## src/rtl/tts_pkg.sv

```systemverilog
`timescale 1ns / 1ps

package tts_pkg;

	// Header decoder phases
	typedef enum logic [2:0] {
		PH_TYPE   = 3'd0,
		PH_LEN    = 3'd1,
		PH_EXT_HI = 3'd2,
		PH_EXT_LO = 3'd3,
		PH_SKIP   = 3'd4
	} phase_t;

	localparam int CFG_IDX_W = 2;

	typedef logic [CFG_IDX_W-1:0] cfg_idx_t;

	localparam cfg_idx_t CFG_TARGET_TYPE = 2'd0;
	localparam cfg_idx_t CFG_MAX_LENGTH  = 2'd1;
	localparam cfg_idx_t CFG_SEARCH_MODE = 2'd2;

	localparam int FIELD_W = 16;
	localparam int BYTE_W  = 8;

	// Marks a length byte that announces a 16-bit length
	localparam logic [BYTE_W-1:0] EXT_LEN_MARK = 8'hFF;

endpackage

```

## src/rtl/tlv_type_search.sv

```systemverilog
`timescale 1ns / 1ps

// Channel | Handshake            | Payload
// --------+----------------------+----------------------------------------------
// in      | in_valid / in_ready  | data_byte, first_byte, start_offset,
//         |                      | message_length
// out     | out_valid / out_ready| found, result_offset, result_length
// cfg     | cfg_valid / cfg_ready| cfg_index, cfg_data (write only, always ready)
//
// One byte is taken every cycle while in_ready is high. A byte beat sits in
// the input register, then the header decoder updates the search state and
// loads the result register, so a beat passes the input register and then the
// result register before its result beat. The decoder state updates once per byte.
// Reset (arst_n low) leaves the search idle until a byte with first_byte set.
// A stalled result register holds the input register, and in_ready drops
// only when both are full.

module tlv_type_search #(
	parameter int POSITION_BITS = 16
) (
	input  logic                          clk,
	input  logic                          arst_n,

	input  logic                          in_valid,
	output logic                          in_ready,
	input  logic [tts_pkg::BYTE_W-1:0]    data_byte,
	input  logic                          first_byte,
	input  logic [tts_pkg::FIELD_W-1:0]   start_offset,
	input  logic [tts_pkg::FIELD_W-1:0]   message_length,

	output logic                          out_valid,
	input  logic                          out_ready,
	output logic                          found,
	output logic [tts_pkg::FIELD_W-1:0]   result_offset,
	output logic [tts_pkg::FIELD_W-1:0]   result_length,

	input  logic                          cfg_valid,
	output logic                          cfg_ready,
	input  logic [tts_pkg::CFG_IDX_W-1:0] cfg_index,
	input  logic [tts_pkg::FIELD_W-1:0]   cfg_data
);

	import tts_pkg::*;

	localparam int PW = POSITION_BITS;
	// Compare width: holds any position, a 16-bit end and a record size
	// without wrap
	localparam int CW = ((PW > FIELD_W) ? PW : FIELD_W) + 2;

	// Configuration registers
	logic [BYTE_W-1:0]  target_type_q;
	logic [FIELD_W-1:0] max_length_q;
	logic               search_mode_q;

	// Input register
	logic               valid_s1;
	logic [BYTE_W-1:0]  data_s1;
	logic               first_s1;
	logic [FIELD_W-1:0] start_s1;
	logic [FIELD_W-1:0] mlen_s1;

	// Search state
	phase_t             phase_q;
	logic [PW-1:0]      position_q;
	logic [FIELD_W-1:0] end_position_q;
	logic [PW-1:0]      record_start_q;
	logic [BYTE_W-1:0]  record_type_q;
	logic [FIELD_W-1:0] remaining_q;
	logic [BYTE_W-1:0]  high_len_q;
	logic               done_q;

	// Result register
	logic               out_valid_q;
	logic               found_q;
	logic [FIELD_W-1:0] offset_q;
	logic [FIELD_W-1:0] length_q;

	// Decoder outputs
	phase_t             phase_d;
	logic [PW-1:0]      position_d;
	logic [FIELD_W-1:0] end_position_d;
	logic [PW-1:0]      record_start_d;
	logic [BYTE_W-1:0]  record_type_d;
	logic [FIELD_W-1:0] remaining_d;
	logic [BYTE_W-1:0]  high_len_d;
	logic               done_d;
	logic               res_valid_c;
	logic               res_found_c;
	logic [FIELD_W-1:0] res_offset_c;
	logic [FIELD_W-1:0] res_length_c;

	logic               advance;

	// Result register can load when empty or draining this cycle
	assign advance   = !out_valid_q || out_ready;
	assign in_ready  = !valid_s1 || advance;
	assign cfg_ready = 1'b1;

	assign out_valid     = out_valid_q;
	assign found         = found_q;
	assign result_offset = offset_q;
	assign result_length = length_q;

	// Configuration writes; unknown indexes drop
	always_ff @(posedge clk or negedge arst_n) begin
		if (!arst_n) begin
			target_type_q <= '0;
			max_length_q  <= '1;
			search_mode_q <= 1'b0;
		end else if (cfg_valid && cfg_ready) begin
			case (cfg_index)
				CFG_TARGET_TYPE: target_type_q <= cfg_data[BYTE_W-1:0];
				CFG_MAX_LENGTH:  max_length_q  <= cfg_data;
				CFG_SEARCH_MODE: search_mode_q <= cfg_data[0];
				default: ;
			endcase
		end
	end

	// Input register: hold while the result register is stalled
	always_ff @(posedge clk or negedge arst_n) begin
		if (!arst_n) begin
			valid_s1 <= 1'b0;
		end else if (in_ready) begin
			valid_s1 <= in_valid;
		end
	end

	always_ff @(posedge clk) begin
		if (in_ready && in_valid) begin
			data_s1  <= data_byte;
			first_s1 <= first_byte;
			start_s1 <= start_offset;
			mlen_s1  <= message_length;
		end
	end

	// Header decoder: one byte per cycle while the result register is not stalled
	always_comb begin
		logic [CW-1:0]      pos_w;
		logic [CW-1:0]      pos_inc_w;
		logic [CW-1:0]      end_w;
		logic [CW-1:0]      start_w;
		logic [CW-1:0]      rec_end_w;
		logic [CW-1:0]      next_pos_w;
		logic [CW-1:0]      rec_start_w;
		logic [FIELD_W-1:0] len;
		logic               matched;
		logic               skip;
		logic [FIELD_W-1:0] skip_len;

		phase_d        = phase_q;
		position_d     = position_q;
		end_position_d = end_position_q;
		record_start_d = record_start_q;
		record_type_d  = record_type_q;
		remaining_d    = remaining_q;
		high_len_d     = high_len_q;
		done_d         = done_q;
		res_valid_c    = 1'b0;
		res_found_c    = 1'b0;
		res_offset_c   = '0;
		res_length_c   = '0;
		matched        = 1'b0;
		skip           = 1'b0;
		skip_len       = '0;
		len            = '0;

		// A first byte restarts the search
		start_w = CW'(start_s1);
		if (first_s1) begin
			position_d     = start_w[PW-1:0];
			end_position_d = mlen_s1;
			phase_d        = PH_TYPE;
			remaining_d    = '0;
			high_len_d     = '0;
			done_d         = 1'b0;
		end

		pos_w       = CW'(position_d);
		pos_inc_w   = pos_w + CW'(1);
		end_w       = CW'(end_position_d);
		rec_start_w = CW'(record_start_q);
		rec_end_w   = rec_start_w + CW'(2) + CW'(data_s1);
		next_pos_w  = CW'(position_d + PW'(1));

		if (!done_d) begin
			if (pos_w >= end_w) begin
				// Empty message or position already past the end
				done_d      = 1'b1;
				res_valid_c = 1'b1;
			end else begin
				position_d = position_d + PW'(1);
				case (phase_d)
					PH_TYPE: begin
						record_start_d = position_d - PW'(1);
						record_type_d  = data_s1;
						phase_d        = PH_LEN;
					end
					PH_LEN: begin
						if (!search_mode_q) begin
							if (data_s1 == EXT_LEN_MARK) begin
								phase_d = PH_EXT_HI;
							end else if (record_type_q == target_type_q) begin
								matched      = 1'b1;
								res_offset_c = next_pos_w[FIELD_W-1:0];
								res_length_c = FIELD_W'(data_s1);
							end else begin
								skip     = 1'b1;
								skip_len = FIELD_W'(data_s1);
							end
						end else begin
							if (record_type_q == target_type_q && rec_end_w <= end_w) begin
								matched      = 1'b1;
								len          = FIELD_W'(data_s1) + FIELD_W'(2);
								res_offset_c = rec_start_w[FIELD_W-1:0];
								res_length_c = (len > max_length_q) ? max_length_q : len;
							end else begin
								skip     = 1'b1;
								skip_len = FIELD_W'(data_s1);
							end
						end
					end
					PH_EXT_HI: begin
						high_len_d = data_s1;
						phase_d    = PH_EXT_LO;
					end
					PH_EXT_LO: begin
						len = {high_len_q, data_s1};
						if (record_type_q == target_type_q) begin
							matched      = 1'b1;
							res_offset_c = next_pos_w[FIELD_W-1:0];
							res_length_c = len;
						end else begin
							skip     = 1'b1;
							skip_len = len;
						end
					end
					default: begin
						if (remaining_d != '0) begin
							remaining_d = remaining_d - FIELD_W'(1);
						end
						if (remaining_d == '0) begin
							phase_d = PH_TYPE;
						end
					end
				endcase

				// Enter value skipping for a record of another type or, in whole-record mode, one that does not fit
				if (skip) begin
					remaining_d = skip_len;
					phase_d     = (skip_len == '0) ? PH_TYPE : PH_SKIP;
				end

				if (matched) begin
					done_d      = 1'b1;
					res_valid_c = 1'b1;
					res_found_c = 1'b1;
				end else if (pos_inc_w >= end_w) begin
					// Last byte of the message without a match
					done_d      = 1'b1;
					res_valid_c = 1'b1;
				end
			end
		end
	end

	// Search state advances with each byte that leaves the input register
	always_ff @(posedge clk or negedge arst_n) begin
		if (!arst_n) begin
			phase_q        <= PH_TYPE;
			position_q     <= '0;
			end_position_q <= '0;
			record_start_q <= '0;
			record_type_q  <= '0;
			remaining_q    <= '0;
			high_len_q     <= '0;
			done_q         <= 1'b1;
		end else if (valid_s1 && advance) begin
			phase_q        <= phase_d;
			position_q     <= position_d;
			end_position_q <= end_position_d;
			record_start_q <= record_start_d;
			record_type_q  <= record_type_d;
			remaining_q    <= remaining_d;
			high_len_q     <= high_len_d;
			done_q         <= done_d;
		end
	end

	// Result register
	always_ff @(posedge clk or negedge arst_n) begin
		if (!arst_n) begin
			out_valid_q <= 1'b0;
		end else if (advance) begin
			out_valid_q <= valid_s1 && res_valid_c;
		end
	end

	always_ff @(posedge clk) begin
		if (advance && valid_s1 && res_valid_c) begin
			found_q  <= res_found_c;
			offset_q <= res_offset_c;
			length_q <= res_length_c;
		end
	end

	// A "not found" beat carries zero offset and length
	a_not_found_zero: assert property (@(posedge clk) disable iff (!arst_n)
		out_valid_q && !found_q |-> offset_q == '0 && length_q == '0)
		else $error("not found beat with nonzero payload");

	// Any emitted result ends the search
	a_result_ends_search: assert property (@(posedge clk) disable iff (!arst_n)
		valid_s1 && advance && res_valid_c |=> done_q)
		else $error("search still running after a result");

	// Whole-record mode clips the reported size
	a_clip: assert property (@(posedge clk) disable iff (!arst_n)
		out_valid_q && found_q && search_mode_q |-> length_q <= max_length_q)
		else $error("record length above max_length");

	// An idle search only restarts on a first byte
	a_idle_quiet: assert property (@(posedge clk) disable iff (!arst_n)
		valid_s1 && done_q && !first_s1 |-> !res_valid_c)
		else $error("result from an idle search");

endmodule

```

## config.mk

```make
export PLATFORM = sky130hd
export DESIGN_NAME = tlv_type_search
export DESIGN_NICKNAME = d
export VERILOG_FILES = /design/src/rtl/tts_pkg.sv /design/src/rtl/tlv_type_search.sv
export SDC_FILE = /design/constraint.sdc
export NUM_CORES = 1
export LEC_CHECK = 0
export BUFFER_PORTS_ARGS = -buffer_cell sky130_fd_sc_hd__buf_2
export CORE_MARGIN = 2
export CORE_UTILIZATION = 60
export CTS_CLUSTER_SIZE = 24
export DETAILED_ROUTE_END_ITERATION = 8
export PLACE_DENSITY = 0.79
export SLEW_MARGIN = 25
export SYNTH_ARGS = -nofsm -noshare
export SYNTH_HDL_FRONTEND = slang
export SYNTH_SLANG_ARGS = --single-unit
```

## constraint.sdc

```tcl
create_clock -name clk -period 7.4 [get_ports clk]
set_input_delay 1.85 -clock clk [delete_from_list [all_inputs] [get_ports clk]]
set_output_delay 1.85 -clock clk [all_outputs]
set_load 0.03 [all_outputs]
```

### Word level (Yosys, flattened, before mapping)

Cells that the tools add are included.

* register bits: 185
* latch bits: 0
* memory bits (writable): 0
* ROM bits: 0
* bits of input ports: 64
* output and inout bits: 36
* logic and storage cells: 127
* memories: 0

* add/subtract/negate cells: 7
* multipliers: 0
* div/mod/pow operators: 0
* order comparisons: 4
* eq/ne operators: 7
* shifts and indexed selects: 0
* mux-type cells: 67
* bitwise operators: 2
* reduce and logical (&&, ||, !) cells: 20

Operator list (number)
* 16-bit two-way mux: 25
* 16-bit one-hot mux with 2 select lines: 3
* 8-bit two-way mux: 9
* 16-bit logical NOT: 2
* 16-bit by 1-bit subtractor with 16-bit output, second input constant: 2
* 3-bit two-way mux: 8
* 1-bit two-way mux: 19
* 17-bit by 8-bit adder with 18-bit output: 1
* 18-bit by 16-bit <= comparator with 1-bit output: 1
* 16-bit by 1-bit adder with 17-bit output, second input constant: 1
* 16-bit by 2-bit adder with 17-bit output, second input constant: 1
* 17-bit by 16-bit >= comparator with 1-bit output: 1
* 16-bit by 1-bit adder with 16-bit output, second input constant: 1
* 16-bit >= comparator: 1
* 9-bit by 16-bit > comparator with 1-bit output: 1
* 16-bit nonzero test: 1
* 3-bit one-hot mux with 4 select lines: 1
* 8-bit by 2-bit adder with 9-bit output, second input constant: 1
* 8-bit == test: 1
* 8-bit == test, second input constant: 1
* 3-bit by 2-bit == test with 1-bit output, second input constant: 2
* 2-bit AND reduction: 3
* 1-bit logical AND: 5
* 1-bit one-hot mux with 2 select lines: 2
* 11 further kinds: 14

### Depth between registers and ports, before layout

Gate-level depths: netlist of the first run.

* word-level depth: 14
* gate-level depth with buffers: 25
* mapped depth without buffers: 23

### Worst setup path before layout of the first run

OpenSTA, ideal clock, no wires.

* path kind: reg2reg
* from: register data_s1[1]
* to: register found_q, in the netlist found (enable)
* library setup time: 427 ps
* arrival time: 6252 ps
* slack: 721 ps
* cell stages (with the launch flop): 25
* buffers on the path: 1
* clock period less this slack: 6679 ps
* path through: edfxtp_1 -> inv_1 -> ha_1 -> inv_1 -> ha_1 -> fa_1 -> a21o_1 -> a21oi_1 -> o21bai_1 -> a21oi_1 -> o21bai_1 -> a21oi_1 -> nor2_1 -> xor2_1 -> ha_1 -> a211o_1 -> o211ai_1 -> a21oi_1 -> or4_1 -> a21oi_1 -> nand2_1 -> clkbuf_1 -> nor2_2 -> nor4_1 -> nor2b_1

* cells in the longest elaborated chain, start to end: 12
* elaborated cells between the ends (all ways): 14
* classes of those cells: add/sub (1); order compare (1); eq/ne (1); mux (9); reduce/logical (2)

Ends and longest elaborated chain
* start: declaration: line tlv_type_search.sv:57 `logic [BYTE_W-1:0] data_s1;`
* start signal: assignment: line tlv_type_search.sv:131 `data_s1 <= data_byte;`
* 17-bit by 8-bit adder with 18-bit output: line tlv_type_search.sv:184 `rec_end_w = rec_start_w + CW'(2) + CW'(data_s1);`
* 18-bit by 16-bit <= comparator with 1-bit output: line tlv_type_search.sv:213 `if (record_type_q == target_type_q && rec_end_w <= end_w) begin`
* 1-bit logical AND: line tlv_type_search.sv:213
* 1-bit two-way mux: line tlv_type_search.sv:213
* 1-bit two-way mux (*): line tlv_type_search.sv:201 `if (!search_mode_q) begin`
* 1-bit one-hot mux with 2 select lines (*): line tlv_type_search.sv:194 `case (phase_d)`
* 1-bit two-way mux (*): line tlv_type_search.sv:188 `if (pos_w >= end_w) begin`
* 1-bit two-way mux (*): line tlv_type_search.sv:187 `if (!done_d) begin`
* 1-bit two-way mux (*): line tlv_type_search.sv:255 `if (matched) begin`
* 1-bit two-way mux (*): line tlv_type_search.sv:188
* 1-bit two-way mux (*): line tlv_type_search.sv:187
* 1-bit logical AND (*): line tlv_type_search.sv:301 `if (advance && valid_s1 && res_valid_c) begin`
* end signal: assignment: line tlv_type_search.sv:302 `found_q <= res_found_c;`
* end: declaration: line tlv_type_search.sv:74 `logic found_q;`

Mark *: on every way between the ends. The rest lies on a longest branch, timed or not. The select of a mux whose other input is x is not followed.
A chain may end at the register's enable or synchronous reset.

### Worst setup path after layout of the first run

* from: register data_s1[1]
* to: register length_q[12], in the netlist result_length[12] (enable)

* cells in the longest elaborated chain, start to end: 12
* elaborated cells between the ends (all ways): 14
* classes of those cells: add/sub (1); order compare (1); eq/ne (1); mux (9); reduce/logical (2)

Ends and longest elaborated chain
* 17-bit by 8-bit adder with 18-bit output: line tlv_type_search.sv:184
* 18-bit by 16-bit <= comparator with 1-bit output: line tlv_type_search.sv:213
* 1-bit logical AND: line tlv_type_search.sv:213
* 1-bit two-way mux: line tlv_type_search.sv:213
* 1-bit two-way mux (*): line tlv_type_search.sv:201
* 1-bit one-hot mux with 2 select lines (*): line tlv_type_search.sv:194
* 1-bit two-way mux (*): line tlv_type_search.sv:188
* 1-bit two-way mux (*): line tlv_type_search.sv:187
* 1-bit two-way mux (*): line tlv_type_search.sv:255
* 1-bit two-way mux (*): line tlv_type_search.sv:188
* 1-bit two-way mux (*): line tlv_type_search.sv:187
* 1-bit logical AND (*): line tlv_type_search.sv:301
* end signal: assignment: line tlv_type_search.sv:304 `length_q <= res_length_c;`
* end: declaration: line tlv_type_search.sv:76 `logic [FIELD_W-1:0] length_q;`

Marks and branches as above.

==> impl_metrics.tcl, run 1 <==
set metrics [dict create \
    max-vdd-ir-drop_v 0.0002330 \
    cp.buffers_inverters 4 \
    period_share_pct 84.48 \
    regToRegSetupSlack_ps 1150 \
    synth-seq-cells 185 \
    total_leakage_power_nw 5.288 \
    min_to "position_q[14]$_DFFE_PN0P_" \
    final_nets 1372 \
    synth_area_um2 11460 \
    critPathSlowestCell "edfxtp_1" \
    fin_crit_ps 6252 \
    whs_ps 480.5 \
    crit_start "data_s1[1]$_DFFE_PP_" \
    ctsHoldBuffers 0 \
    relSlewSlack_pct 32.47 \
    cpMostUsedCell "a21oi_1" \
    worstRegToRegCells 25 \
    worstSetupEndpointType "register" \
    max_freq_mhz 160.0 \
    area_delta_synth_final_pct 11.01 \
    std_cell_rows 50 \
    reg2reg_to "result_length[12]$_SDFFCE_PN0P_" \
    hold_violations 0 \
    gp_congestion 0.9580 \
    coreArea_um2 18710 \
    grt_max_degree 72 \
    synthTopCellsByArea "dfrtp_1 21%, edfxtp_1 19%, ha_1 8.4%" \
    slowest_delay_ps 530 \
    vias_per_cell 6.410 \
    cp_data_required_time_ps 7550 \
    clock-sinks 185 \
    synth_top_family_by_area "simple AND/OR/NAND/NOR gates" \
    clock_latency_ps 450 \
    arrival_ps 6400 \
    drt_pass1_iterations 7 \
    start_util_pct 61.26 \
    clock-skew-final_ps 15.38 \
    ys.flop_type "dfrtp_1" \
    post-synth-top-count-cell "nand2_1" \
    avgSynthCellArea_um2 9.870 \
    tightest_slew_ps 1005 \
    synthTopCellsByCount "122 x nand2_1, 94 x dfrtp_1, 93 x o21ai_0" \
    cts_buffers 17 \
    synthMuxAreaShare_pct 6.781 \
    drv_slew 0 \
    synth.largest_area_cell "dfrtp_1" \
    synth_xor_area_share_pct 5.340 \
    cts_buffer_depth 2 \
    hold_path_class "register to register" \
    drcViolationCount 0 \
    critPathLaunchType "register" \
    cts_tree "done" \
    die_y_um 142.2 \
    cts-root-buf "clkbuf_16" \
    yosys.cell_types.count 86 \
    h-tree-depth 4 \
    die_w_um 142.2 \
    ios 100 \
    power_density_nw_per_um2 392.1 \
    cts.clk_slew.worst_paths_ps 80 \
    ys_seq_area_share_pct 43.82 \
    syn_inst 1161 \
    reg2reg_from "data_s1[1]$_DFFE_PP_" \
    antennaDiodeCount 0 \
    synth_top_area_share_pct 20.53 \
    crit_fanout 23 \
    ant_nets 0 \
    path_delay_family "compound AO/OA/AOI/OAI gates" \
    grt_pass1_vias 9101 \
    dp.cells 1444 \
    whs_path_depth 2 \
    status "finished, final reports clean" \
    maxCapViolCount 0 \
    drt_iter0_drc 1057 \
    synth_enable_flop_cells 74 \
    syn-num-nets 1303 \
    synth_compound_area_share_pct 15.72 \
    synth-simple-area-share_pct 16.03 \
    async_reset_ff_share_pct 60.00 \
    routed-via-count 9468 \
    rsz0062_at_grt "false" \
    synth_warnings 0 \
    track_usage_pct 29.90 \
    postCtsSetupBuffers 0 \
    fin_util_pct 68.00 \
    grt_pass1_wl_um 47560 \
    wl_um 29160 \
    synthAdderAreaFrac_pct 8.583 \
    instances_no_fill 1477 \
    cts_resized 0 \
    place.detailed.hpwl_um 20660 \
    setup_viol 0 \
    drt-wirelength-per-cell_um 19.75 \
    antenna_found_initial 0 \
    finalSetupTns_ps 0 \
    port-buffer-count 98 \
    gr-total-overflow 0 \
    dieArea_um2 20220 \
    hp-start "position_q[14]$_DFFE_PN0P_" \
    drive_above_1_share_pct 18.18 \
    crit_type "register to register" \
]
[metal layers]
metal  share of wire, %  vias up  GRT usage [%]
met5                  0        -              0
met4                2.5        0          10.53
met3                8.0       59          5.821
met2                 46      460          46.02
met1                 43     4564          42.58
li1                   -     4385              -
[state kept, by name (all words and copies together) (netlist names), 16 cells and up]
| signal | flops |
|---|---|
| end_position_q | 16 |
| max_length_q | 16 |
| mlen_s1 | 16 |
| position_q | 16 |
| record_start_q | 16 |
| remaining_q | 16 |
| result_length | 16 |
| result_offset | 16 |
| start_s1 | 16 |
[layout by cell type, fill, tap and decap left out, types with 9 or more instances in the layout]
master and instances:
xor2_1 19, nand2_1 122, o21ai_0 93, nor4_1 17
edfxtp_1 74, nand2b_1 9, ha_1 77, o21a_1 11
inv_1 44, clkbuf_16 17, nor2_1 64, mux2_2 39
a22oi_1 9, xnor2_1 49, nand4_1 13, dfstp_2 17
nor3_1 29, a21o_1 9, dfrtp_1 94, a211oi_1 10
buf_4 11, mux2i_1 31, and2_1 15, or3_1 13
buf_2 97, nand3_1 32, a21oi_1 77
[where the power goes]
part,leakage [nW],switching [W],internal [W],total (W)
sequential,2.06,0.000308,0.00140,0.00171
combinational,2.93,0.00144,0.000914,0.00235
clock,0.294,0.000468,0.000458,0.000925
total,5.29,0.00221,0.00277,0.00499
[cell families (layout without fill, tap and decap cells)]
group | Yosys count | in the layout
xor+xnor | 69 | 69
other cells | 1 | 1
simple gates | 364 | 364
fa+ha+maj | 78 | 78
buf+inv | 104 | 186
mux | 72 | 72
compound gates | 288 | 288
flops | 185 | 185
[tightest hold or removal path, delay by kind of cell, from the launching register on]
family             cells  cell delay [ps]
and+or+nand+nor        1               40
DFF                    1              350
AOI/OAI and AO/OA      1               60
[how the worst max path moves through the flow]
stage / depth (start not counted) / to
after global routing: 25 / result_length[15]$_SDFFCE_PN0P_
final: 25 / result_length[12]$_SDFFCE_PN0P_
after floorplan: 24 / found$_SDFFCE_PN0P_
after global placement: 24 / result_length[11]$_SDFFCE_PN0P_
after CTS: 24 / result_length[10]$_SDFFCE_PN0P_
after detailed placement: 24 / result_length[11]$_SDFFCE_PN0P_
[cell type report]
| type | count | area, µm² |
|---|---|---|
| clock inverter | 15 | 176.4 |
| inverter | 44 | 165.2 |
| tap | 234 | 292.8 |
| multi-input combinational | 872 | 6040 |
| sequential | 185 | 5021 |
| clock buffer | 17 | 425.4 |
| timing repair buffer | 110 | 599.3 |
| fill | 1392 | 5986 |
[metrics by stage]
| step | cell area [µm²] | power (W) | setup WS [ps] |
|---|---|---|---|
| 6_report | 12720 | 0.004988 | 1148 |
| 5_1_grt | 12720 | 0.005326 | 662.2 |
| 4_1_cts | 12700 | 0.004932 | 877.0 |
| 3_5_place_dp | 12090 | 0.003986 | 930.0 |
| 3_3_place_gp | 12080 | 0.003909 | 1120 |
| 2_1_floorplan | 11460 | 0.003349 | 721.3 |
(Power assumes the default switching activity.)
==> inputs of run 2 (changes only) <==
--- a/config.mk
+++ b/config.mk
@@ -7,10 +7,10 @@
 export LEC_CHECK = 0
 export BUFFER_PORTS_ARGS = -buffer_cell sky130_fd_sc_hd__buf_2
 export CORE_MARGIN = 2
-export CORE_UTILIZATION = 60
+export CORE_UTILIZATION = 55
 export CTS_CLUSTER_SIZE = 24
 export DETAILED_ROUTE_END_ITERATION = 8
-export PLACE_DENSITY = 0.79
+export PLACE_DENSITY = 0.76
 export SLEW_MARGIN = 25
 export SYNTH_ARGS = -nofsm -noshare
 export SYNTH_HDL_FRONTEND = slang
==> constraint.sdc (replaced) <==
create_clock -name clk -period 5.2 [get_ports clk]
set_input_delay 1.3 -clock clk [delete_from_list [all_inputs] [get_ports clk]]
set_output_delay 1.3 -clock clk [all_outputs]
set_load 0.03 [all_outputs]
==> run 2 against run 1 <==
Sequential power increased by 41%. First-iteration DRC count fell by 19%. Non-clock buffer count grew 64. Critical path type unchanged.
==> impl_metrics.tcl, run 2 (synthesized netlist as in run 1, its figures left out) <==
set metrics [dict create \
    status "finished, final reports clean" \
    fin_crit_ps 4971 \
    path_depth 24 \
    die_w_um 148.3 \
    grt_max_degree 64 \
    cts.clk_slew.worst_paths_ps 70 \
    coreArea_um2 20360 \
    p_seq_share_pct 32.3 \
    total_leakage_power_nw 5.616 \
    crit_type "register to register" \
    track_usage_pct 28.01 \
    place.detailed.hpwl_um 21880 \
    period_share_pct 95.59 \
    drv_slew 0 \
    clkPwrFrac_pct 17.4 \
    clock-sinks 185 \
    cp_data_required_time_ps 5510 \
    start_util_pct 56.27 \
    p_int_w 0.004216 \
    cts_tree "done" \
    final_nets 1437 \
    reg2reg_to "result_length[1]$_SDFFCE_PN0P_" \
    arrival_ps 5290 \
    die_y_um 148.3 \
    cts_buffers 17 \
    crit_fanout 7 \
    critPathLaunchType "register" \
    ctsHoldBuffers 0 \
    cts-root-buf "clkbuf_16" \
    p_comb_share_pct 50.2 \
    critPathSlowestCell "or4_4" \
    ant_nets 0 \
    grt_pass1_wl_um 48530 \
    dp_slack_ps -121.7 \
    max-vdd-ir-drop_v 0.0002500 \
    clock_latency_ps 450 \
    nFillCells 1616 \
    hold_path_class "register to register" \
    clock-skew-final_ps 8.563 \
    tightest_slew_ps 988.0 \
    instances_no_fill 1578 \
    vias_per_cell 6.145 \
    grt_pass1_vias 9337 \
    drt-wirelength-per-cell_um 19.45 \
    port-buffer-count 98 \
    dieArea_um2 22000 \
    relSlewSlack_pct 34.13 \
    maxCapViolCount 0 \
    final_cell_mix "121 x nand2_1, 97 x buf_2, 94 x dfrtp_1, 87 x o21ai_0, 76 x ha_1" \
    reg2reg_from "data_s1[1]$_DFFE_PP_" \
    path_delay_family "compound AO/OA/AOI/OAI gates" \
    fin_area_um2 13370 \
    h-tree-depth 4 \
    antenna_found_initial 0 \
    std_cell_rows 52 \
    drcViolationCount 0 \
    routed-via-count 9697 \
    cts_buffer_depth 2 \
    regToRegSetupSlack_ps 230 \
    fin_ws_ps 229.4 \
    area_delta_synth_final_pct 16.64 \
    antennaDiodeCount 0 \
    worstRegToRegCells 24 \
    setup_viol 0 \
    endpoint "result_length[1]$_SDFFCE_PN0P_" \
    hp-start "end_position_q[10]$_DFFE_PN0P_" \
    crit_start "data_s1[1]$_DFFE_PP_" \
    cpMostUsedCell "a21oi_2" \
    slowest_delay_ps 460 \
    power_density_nw_per_um2 557.3 \
    hold_violations 0 \
    drt_pass1_iterations 5 \
    gr-total-overflow 0 \
    dpl_cell_area_um2 12630 \
    p_sw_share_pct 43.41 \
    p_sw_w 0.003233 \
    ios 100 \
    drt_iter0_drc 856 \
    rsz0062_at_grt "true" \
    drive_above_1_share_pct 23.24 \
    wl_um 30690 \
    crit_chain "inv_2 > ha_1 > inv_1 > ha_2 > fa_2 > a21o_1 > a21oi_2 > o21bai_1 > a21oi_2 > o21bai_1 > a21oi_2 > nor2_1 > xor2_1 > ha_1 > a211o_1 > o211ai_1 > a21oi_2 > or4_4 > a21oi_4 > nand2_2 > buf_6 > or2_4 > o31ai_2 > a32o_1" \
    worstSetupEndpointType "register" \
    cp.buffers_inverters 3 \
    max_freq_mhz 201.2 \
    mostFrequentLayoutCell "nand2_1" \
    gp_congestion 0.9709 \
    dp.cells 1535 \
]
[run 2: changes by cell type in the layout (fill, tap and decap cells not counted), sizes merged]
cell / previous run / this run
buf: 110 / 174
clkbuf: 17 / 19
clkinv: 7 / 6
inv: 52 / 51
nor2b: 7 / 8
[run 2: what timing repair did]
item | 4_1_cts | 5_1_grt
buffers inserted | 0 | 10
pin swaps | 0 | 2
gates resized for setup | 1 | 16
cloned | 1 | 0
endpoints found under the setup margin | 33 | 49
endpoints found under the hold margin | 0 | 0
[run 2: routing by layer]
metal  GRT usage, %  share of wire, %
met1          37.33                41
met2          46.55                49
met3          3.834               7.4
met4          11.24               3.1
met5              0                 0
[run 2: area by class of cell]
type / count / area, µm² / area share (%)
flip-flops and latches: 185 / 5021 / 37.57
repair buffers: 174 / 1130 / 8.453
inverters: 44 / 165.2 / 1.236
clock buffers: 19 / 454.2 / 3.398
well taps: 270 / 337.8 / 2.528
clock inverters: 13 / 128.9 / 0.9642
multi-input cells: 873 / 6128 / 45.85
[run 2: power groups by stage]
stage	logic (W)	registers, W	clock network [W]
floorplan	0.00242	0.00241	0
global placement	0.00343	0.00241	0
detailed placement	0.00354	0.00242	0
CTS	0.00361	0.00240	0.00130
global route	0.00410	0.00246	0.00136
finish	0.00374	0.00241	0.00130
[run 2: worst min-delay path by stage]
stage,to,slack [ps],cells past startpoint
finish,end_position_q[10]$_DFFE_PN0P_,480,2
global route,end_position_q[11]$_DFFE_PN0P_,510,2
CTS,position_q[13]$_DFFE_PN0P_,490,2
detailed placement,position_q[13]$_DFFE_PN0P_,470,2
global placement,position_q[11]$_DFFE_PN0P_,460,2
floorplan,position_q[11]$_DFFE_PN0P_,440,2
[run 2: metrics by stage]
step	util (%)	power (W)	setup TNS, ps	hold WS [ps]
6_report	65.63	0.007449	0	480.4
3_5_place_dp	62.01	0.005964	-3964	469.1
4_1_cts	64.94	0.007309	0	485.2
3_3_place_gp	62.01	0.005838	0	455.4
2_1_floorplan	-	0.004828	0	442.2
5_1_grt	65.63	0.007914	-280.2	508.5
[run 2: worst min-delay path: cells and delay by family, from the launching register on]
kind	cells	cell delay (ps)
flops	1	350
compound gates	1	60
simple gates	1	40
